**src/fcpa_pkg.sv**
```systemverilog
// Shared types, constants and codes of the fixed chunk pool allocator.
package fcpa_pkg;

    // Fixed field widths
    localparam int ADDR_BITS   = 48;
    localparam int SIZE_BITS   = 32;
    localparam int COUNT_BITS  = 11;
    localparam int STATUS_BITS = 3;
    localparam int CFG_IDX_BITS = 2;
    localparam int CFG_DATA_BITS = 48;

    // Defaults
    localparam int MAX_CHUNKS_DEF  = 1024;
    localparam int ALIGNMENT       = 8;
    localparam int CHUNK_SIZE_RST  = 64;
    localparam int CHUNK_COUNT_RST = 1024;

    // Request kinds
    localparam logic REQ_GET  = 1'b0;
    localparam logic REQ_FREE = 1'b1;

    // Result status codes
    localparam logic [STATUS_BITS-1:0] ST_OK          = 3'd0;
    localparam logic [STATUS_BITS-1:0] ST_EMPTY       = 3'd1;
    localparam logic [STATUS_BITS-1:0] ST_BELOW       = 3'd2;
    localparam logic [STATUS_BITS-1:0] ST_ABOVE       = 3'd3;
    localparam logic [STATUS_BITS-1:0] ST_MISALIGNED  = 3'd4;
    localparam logic [STATUS_BITS-1:0] ST_DOUBLE_FREE = 3'd5;

    // Configuration register indexes
    localparam logic [CFG_IDX_BITS-1:0] CFG_CHUNK_SIZE   = 2'd0;
    localparam logic [CFG_IDX_BITS-1:0] CFG_CHUNK_COUNT  = 2'd1;
    localparam logic [CFG_IDX_BITS-1:0] CFG_BASE_ADDRESS = 2'd2;

    // Request word
    typedef struct packed {
        logic                 req_type;
        logic [ADDR_BITS-1:0] chunk_address;
    } req_t;

    // Result word
    typedef struct packed {
        logic [STATUS_BITS-1:0] status;
        logic [ADDR_BITS-1:0]   granted_address;
        logic [COUNT_BITS-1:0]  used_count;
        logic [COUNT_BITS-1:0]  min_free;
    } rsp_t;

    // Controller to datapath
    typedef struct packed {
        logic                   capture;
        logic                   stack_read;
        logic                   get_pop;
        logic                   get_mul;
        logic                   get_grant;
        logic                   free_sub;
        logic                   div_init;
        logic                   div_step;
        logic                   map_read;
        logic                   free_push;
        logic                   load_out;
        logic [STATUS_BITS-1:0] status;
    } cmd_t;

    // Datapath to controller
    typedef struct packed {
        logic stack_empty;
        logic below;
        logic above;
        logic div_last;
        logic misaligned;
        logic double_free;
        logic out_free;
    } stat_t;

endpackage

```
**src/fcpa_ctrl.sv**
```systemverilog
// Controller state machine sequencing get and free requests.
module fcpa_ctrl (
    input  logic           clk,
    input  logic           rst_n,
    input  logic           in_valid,
    input  logic           in_free,
    output logic           in_ready,
    input  fcpa_pkg::stat_t stat,
    output fcpa_pkg::cmd_t  cmd
);

    localparam logic [3:0] S_IDLE       = 4'd0;
    localparam logic [3:0] S_GET_READ   = 4'd1;
    localparam logic [3:0] S_GET_POP    = 4'd2;
    localparam logic [3:0] S_GET_MUL    = 4'd3;
    localparam logic [3:0] S_GET_GRANT  = 4'd4;
    localparam logic [3:0] S_FREE_SUB   = 4'd5;
    localparam logic [3:0] S_FREE_RANGE = 4'd6;
    localparam logic [3:0] S_FREE_DIV   = 4'd7;
    localparam logic [3:0] S_FREE_ALIGN = 4'd8;
    localparam logic [3:0] S_FREE_CHECK = 4'd9;
    localparam logic [3:0] S_DONE       = 4'd10;

    logic [3:0]                       state_reg;
    logic [3:0]                       state_next;
    logic [fcpa_pkg::STATUS_BITS-1:0] status_reg;
    logic [fcpa_pkg::STATUS_BITS-1:0] status_next;

    // Advance state and hold the result code
    always_ff @(posedge clk or negedge rst_n)
    begin
        if (!rst_n)
        begin
            state_reg  <= S_IDLE;
            status_reg <= fcpa_pkg::ST_OK;
        end
        else
        begin
            state_reg  <= state_next;
            status_reg <= status_next;
        end
    end

    // Decode state into commands
    always_comb
    begin
        state_next  = state_reg;
        status_next = status_reg;
        cmd         = '0;
        cmd.status  = status_reg;
        in_ready    = 1'b0;
        unique case (state_reg)
            S_IDLE:
            begin
                in_ready = 1'b1;
                if (in_valid)
                begin
                    cmd.capture = 1'b1;
                    status_next = fcpa_pkg::ST_OK;
                    state_next  = (in_free == fcpa_pkg::REQ_FREE) ? S_FREE_SUB : S_GET_READ;
                end
            end
            S_GET_READ:
            begin
                if (stat.stack_empty)
                begin
                    status_next = fcpa_pkg::ST_EMPTY;
                    state_next  = S_DONE;
                end
                else
                begin
                    cmd.stack_read = 1'b1;
                    state_next     = S_GET_POP;
                end
            end
            S_GET_POP:
            begin
                cmd.get_pop = 1'b1;
                state_next  = S_GET_MUL;
            end
            S_GET_MUL:
            begin
                cmd.get_mul = 1'b1;
                state_next  = S_GET_GRANT;
            end
            S_GET_GRANT:
            begin
                cmd.get_grant = 1'b1;
                state_next    = S_DONE;
            end
            S_FREE_SUB:
            begin
                if (stat.below)
                begin
                    status_next = fcpa_pkg::ST_BELOW;
                    state_next  = S_DONE;
                end
                else
                begin
                    cmd.free_sub = 1'b1;
                    state_next   = S_FREE_RANGE;
                end
            end
            S_FREE_RANGE:
            begin
                if (stat.above)
                begin
                    status_next = fcpa_pkg::ST_ABOVE;
                    state_next  = S_DONE;
                end
                else
                begin
                    cmd.div_init = 1'b1;
                    state_next   = S_FREE_DIV;
                end
            end
            S_FREE_DIV:
            begin
                cmd.div_step = 1'b1;
                if (stat.div_last)
                begin
                    state_next = S_FREE_ALIGN;
                end
            end
            S_FREE_ALIGN:
            begin
                if (stat.misaligned)
                begin
                    status_next = fcpa_pkg::ST_MISALIGNED;
                    state_next  = S_DONE;
                end
                else
                begin
                    cmd.map_read = 1'b1;
                    state_next   = S_FREE_CHECK;
                end
            end
            S_FREE_CHECK:
            begin
                if (stat.double_free)
                begin
                    status_next = fcpa_pkg::ST_DOUBLE_FREE;
                end
                else
                begin
                    cmd.free_push = 1'b1;
                end
                state_next = S_DONE;
            end
            S_DONE:
            begin
                if (stat.out_free)
                begin
                    cmd.load_out = 1'b1;
                    state_next   = S_IDLE;
                end
            end
            default:
            begin
                state_next = S_IDLE;
            end
        endcase
    end

endmodule

```
**config.mk**
```make
export PLATFORM = sky130hd
export DESIGN_NAME = fcpa_ctrl
export DESIGN_NICKNAME = d
export VERILOG_FILES = /design/src/fcpa_pkg.sv /design/src/fcpa_ctrl.sv
export SDC_FILE = /design/constraint.sdc
export NUM_CORES = 1
export LEC_CHECK = 0
export BUFFER_PORTS_ARGS = -buffer_cell sky130_fd_sc_hd__buf_2
export CORE_MARGIN = 5
export CORE_UTILIZATION = 40
export DETAILED_ROUTE_END_ITERATION = 12
export HOLD_SLACK_MARGIN = 0.12
export PLACE_DENSITY = 0.68
export SYNTH_ARGS = -nofsm -noshare
export SYNTH_HDL_FRONTEND = slang
export SYNTH_SLANG_ARGS = --single-unit
export TNS_END_PERCENT = 20
```
**constraint.sdc**
```tcl
create_clock -name clk -period 2 [get_ports clk]
set_input_delay 0 -clock clk [delete_from_list [all_inputs] [get_ports clk]]
set_output_delay 0 -clock clk [all_outputs]
set_load 0.01 [all_outputs]
```
# [Yosys cells after proc, flatten, opt, wreduce, memory -nomap -nowiden]
# Cells that the tools add are included.
[word_totals] reg_bits=7 input_bits=11 out_inout_bits=15 word_cells=60
[classes] n_eq_ne=18 muxes=35 n_reduce_logical=5
[ops] op="$pmux W4 S10" n=1
[ops] op="$mux W4" n=6
[ops] op="$mux W3" n=7
[ops] op="$mux W1" n=19
[ops] op="$pmux W3 S6" n=1
[ops] op="$eq A4 B3 Y1 const B" n=4
[ops] op="$ne A2 B2 Y1 const B" n=8
[ops] op="$eq A4 B4 Y1 const B" n=3
[ops] op="$eq A4 B2 Y1 const B" n=2
[ops] op="$reduce_and A7 Y1" n=1
[ops] op="$reduce_bool A6 Y1" n=1
[ops] op="$eq A4 B1 Y1 const B" n=1
[ops] op="$logic_not A4 Y1" n=1
[ops] op="$reduce_and A3 Y1" n=1
[ops] op="$mux W2" n=1
[ops] op="$reduce_or A2 Y1" n=1

# [Depth between registers and ports, before layout]
[depth] ltp_word=3 ltp_mapped=6 mapped_depth_nobuf=4

# [Least setup slack after synthesis]
# OpenSTA, ideal clock, no wires.
[synth_timing] kind="register to output" startpoint="register state_reg[1]" endpoint="output cmd[13] (netlist name)" arrival_time_ns=1.432 required_time_ns=2.000 path_slack_ns=0.568 stages_incl_launch_ff=5 path_buffers=2 path_cell_list="dfrtp_1 > buf_6 > clkbuf_1 > nor4_1 > and2_1"
[synth_rtl] item="start, declared" line="fcpa_ctrl.sv:24" text="logic [3:0] state_reg;"
[synth_rtl] item="start signal, assigned" line="fcpa_ctrl.sv:39" text="state_reg <= state_next;"
[synth_rtl] item="end, declared" line="fcpa_ctrl.sv:9" text="output fcpa_pkg::cmd_t cmd"

# [Worst setup path in the final report]
[layout_timing] startpoint="register state_reg[3]" endpoint="register status_reg[2] (netlist name)"
[layout_via] elab_chain_len=3 elab_cells_between_ends=15 classes_between="11 x eq/ne; 1 x mux; 3 x reduce/logical"
[layout_lines] item="$eq A4 B4 Y1, or another cell as far along" line="fcpa_ctrl.sv:52" text="unique case (state_reg)"
[layout_lines] item="$reduce_bool A6 Y1 (no line) / $ne A2 B2 Y1 (equally long branches)"
[layout_lines] item="$reduce_and A7 Y1 (no line)"
[layout_lines] item="end signal, assigned" line="fcpa_ctrl.sv:35" text="status_reg <= fcpa_pkg::ST_OK;"
[layout_lines] item="end signal, assigned" line="fcpa_ctrl.sv:40" text="status_reg <= status_next;"
[layout_lines] item="end, declared" line="fcpa_ctrl.sv:26" text="logic [fcpa_pkg::STATUS_BITS-1:0] status_reg;"
# Parallel ways exist; a longest one is shown, timed or not.
# A chain may end at the register's enable or synchronous reset.

==> impl_metrics.json <==
{
  "fin_cells": 127,
  "async_flop_share_pct": 100,
  "hold_slack_ns": 0.150,
  "ys_seq_elements": 7,
  "vias_per_cell": 5.69,
  "p_per_area_nw_per_um2": 1440,
  "path_class": "reg -> reg",
  "dp_cells": 119,
  "cts_tree": "built",
  "tightest_slew_ns": 0.458,
  "antenna_found_initial": 0,
  "skew_ns": 0.00291,
  "postRouteAntennaNets": 0,
  "numPortBuffers": 25,
  "hpwl_um": 1350,
  "hold_buffers": 4,
  "syn_area_per_cell_um2": 7.69,
  "globalplace.congestion": 0.891,
  "fmax_ghz": 0.600,
  "post_cts_buffers": 0,
  "wl_per_cell_um": 13.8,
  "clock-sinks": 7,
  "worstPathRequired_ns": 2.11,
  "ctsResizeCount": 0,
  "synth_top_area_cell": "dfrtp_1",
  "leakage_nw": 0.389,
  "core_area_um2": 1510,
  "rsz0062_at_grt": "no",
  "antenna_cells": 0,
  "fillers": 155,
  "grt-ovfl-total": 0,
  "wl_met2_um": 865,
  "htreeDepth": 1,
  "ys.flop_type": "dfrtp_1",
  "power_mw": 1.19,
  "grt_pass1_wl_um": 3130,
  "arrival_ns": 1.78,
  "std_cell_rows": 14,
  "yosysWarningCount": 0,
  "wirelength_um": 1750,
  "min_path_type": "in -> reg",
  "cts_buffers": 3,
  "status": "completed",
  "cts.clk_slew.worst_paths_ns": 0.05,
  "ys_seq_area_share_pct": 27.8,
  "dr_wl_met3_um": 110,
  "root_buffer": "clkbuf_4",
  "setup_slack_ns": 0.333,
  "clk_latency_ns": 0.25,
  "hold_viol": 0,
  "synth_area_um2": 631,
  "synth_top_area_share_pct": 27.8,
  "timing.final.crit_share_pct": 83.4,
  "drive_above_1_share_pct": 32.4,
  "grt_start_max_net_pins": 15,
  "crit_path_end_kind": "register",
  "synth_edf_count": 0,
  "final_nets": 123,
  "place_ws_ns": 0.332,
  "drt-initial-drc-count": 13,
  "setup_violations": 0,
  "final-max-slew-violation-count": 0,
  "ys_top_cells_by_area": "dfrtp_1, nor3_1, a21oi_1",
  "initial_core_util_pct": 41.9,
  "yosysMostFrequentCell": "nor3_1",
  "drc_errors": 0,
  "area_growth_pct": 30.8,
  "fp.dieH_um": 49.7,
  "first_global_vias": 697,
  "worst-path-max-fanout": 14,
  "grtUsageTotal_pct": 15.4,
  "syn_inst": 82,
  "wl_met1_um": 765,
  "dr.pass1.iters": 4,
  "yosys-top-cells-count": "nor3_1, dfrtp_1, a21oi_1, inv_1",
  "largest_register_ffs": 4,
  "vdd_ir_drop_max_v": 0.000809,
  "tns_ns": 0,
  "routed.top_layer": "met4",
  "cap_violations": 0,
  "die_area_um2": 2470,
  "clock_path_buffers": 2,
  "die_w_um": 49.7,
  "min_period_ns": 1.67,
  "startpoint_type": "register",
  "synthDistinctLibCells": 34,
  "synth_fp_nets": 93,
  "via_count": 723,
  "num_io_pins": 26,
  "slew_headroom_pct": 69.5
}
through the flow:
stage / utilization (%) / instance area, µm²
after detailed placement: 50.3 / 758
after global routing: 54.7 / 825
after global placement: 50.3 / 758
final: 54.7 / 825
after CTS: 54.7 / 825
after floorplan: - / 631
worst paths after layout:
| check | endpoint | depth (start not counted) | slack [ns] | start |
|---|---|---|---|---|
| max | status_reg[2] | 4 | 0.33 | state_reg[3] |
| min | status_reg[1] | 3 | 0.15 | stat[5] |
| max reg2reg | status_reg[2] | 4 | 0.33 | state_reg[3] |
| min reg2reg | status_reg[0] | 1 | 0.51 | status_reg[0] |
| max in group asynchronous | state_reg[3] | 3 | 1.04 | rst_n |
| min in group asynchronous | status_reg[2] | 3 | 0.70 | rst_n |
critical path, stage by stage, from the launching register on:
cell      delay (ns)
dfrtp_1         0.50
and2b_4         0.32
nand3_1         0.08
a222oi_1        0.46
o32ai_1         0.16
cells in the final DEF, fill, tap and decap left out, types with 4 or more instances in the layout:
| cell | Yosys | layout |
|---|---|---|
| a21oi_1 | 6 | 6 |
| buf_2 | 2 | 25 |
| buf_4 | 2 | 4 |
| dfrtp_1 | 7 | 7 |
| dlygate4sd3_1 | 0 | 4 |
| inv_1 | 6 | 6 |
| nand2_1 | 4 | 4 |
| nand2b_1 | 4 | 4 |
| nor2_1 | 4 | 4 |
| nor3_1 | 11 | 11 |
per-layer routing:
layer / global-route usage (%) / vias up
met5: 0 / -
met4: 2.18 / 0
met3: 6.02 / 2
met2: 23.9 / 21
met1: 20.4 / 338
li1: - / 362
cells by family after synthesis:
| logic type | count (synthesis) | synth area share, % |
|---|---|---|
| and+or+nand+nor | 35 | 31.2 |
| AOI/OAI and AO/OA | 23 | 25.0 |
| buffers and inverters | 14 | 11.1 |
| DFF | 7 | 27.8 |
| muxes | 3 | 4.96 |
layout make-up:
cell class	count	area (µm²)	share of cell area, %
multi-input cells	61	385	46.7
repair buffers	33	195	23.7
flip-flops and latches	7	175	21.2
clock buffers	4	26.3	3.19
inverters	6	22.5	2.73
well taps	16	20.0	2.43
power breakdown:
group	internal (mW)	switching, mW
combinational	0.347	0.387
clock	0.0762	0.0532
sequential	0.204	0.121
Note: power is estimated with default switching activity, not from simulation.
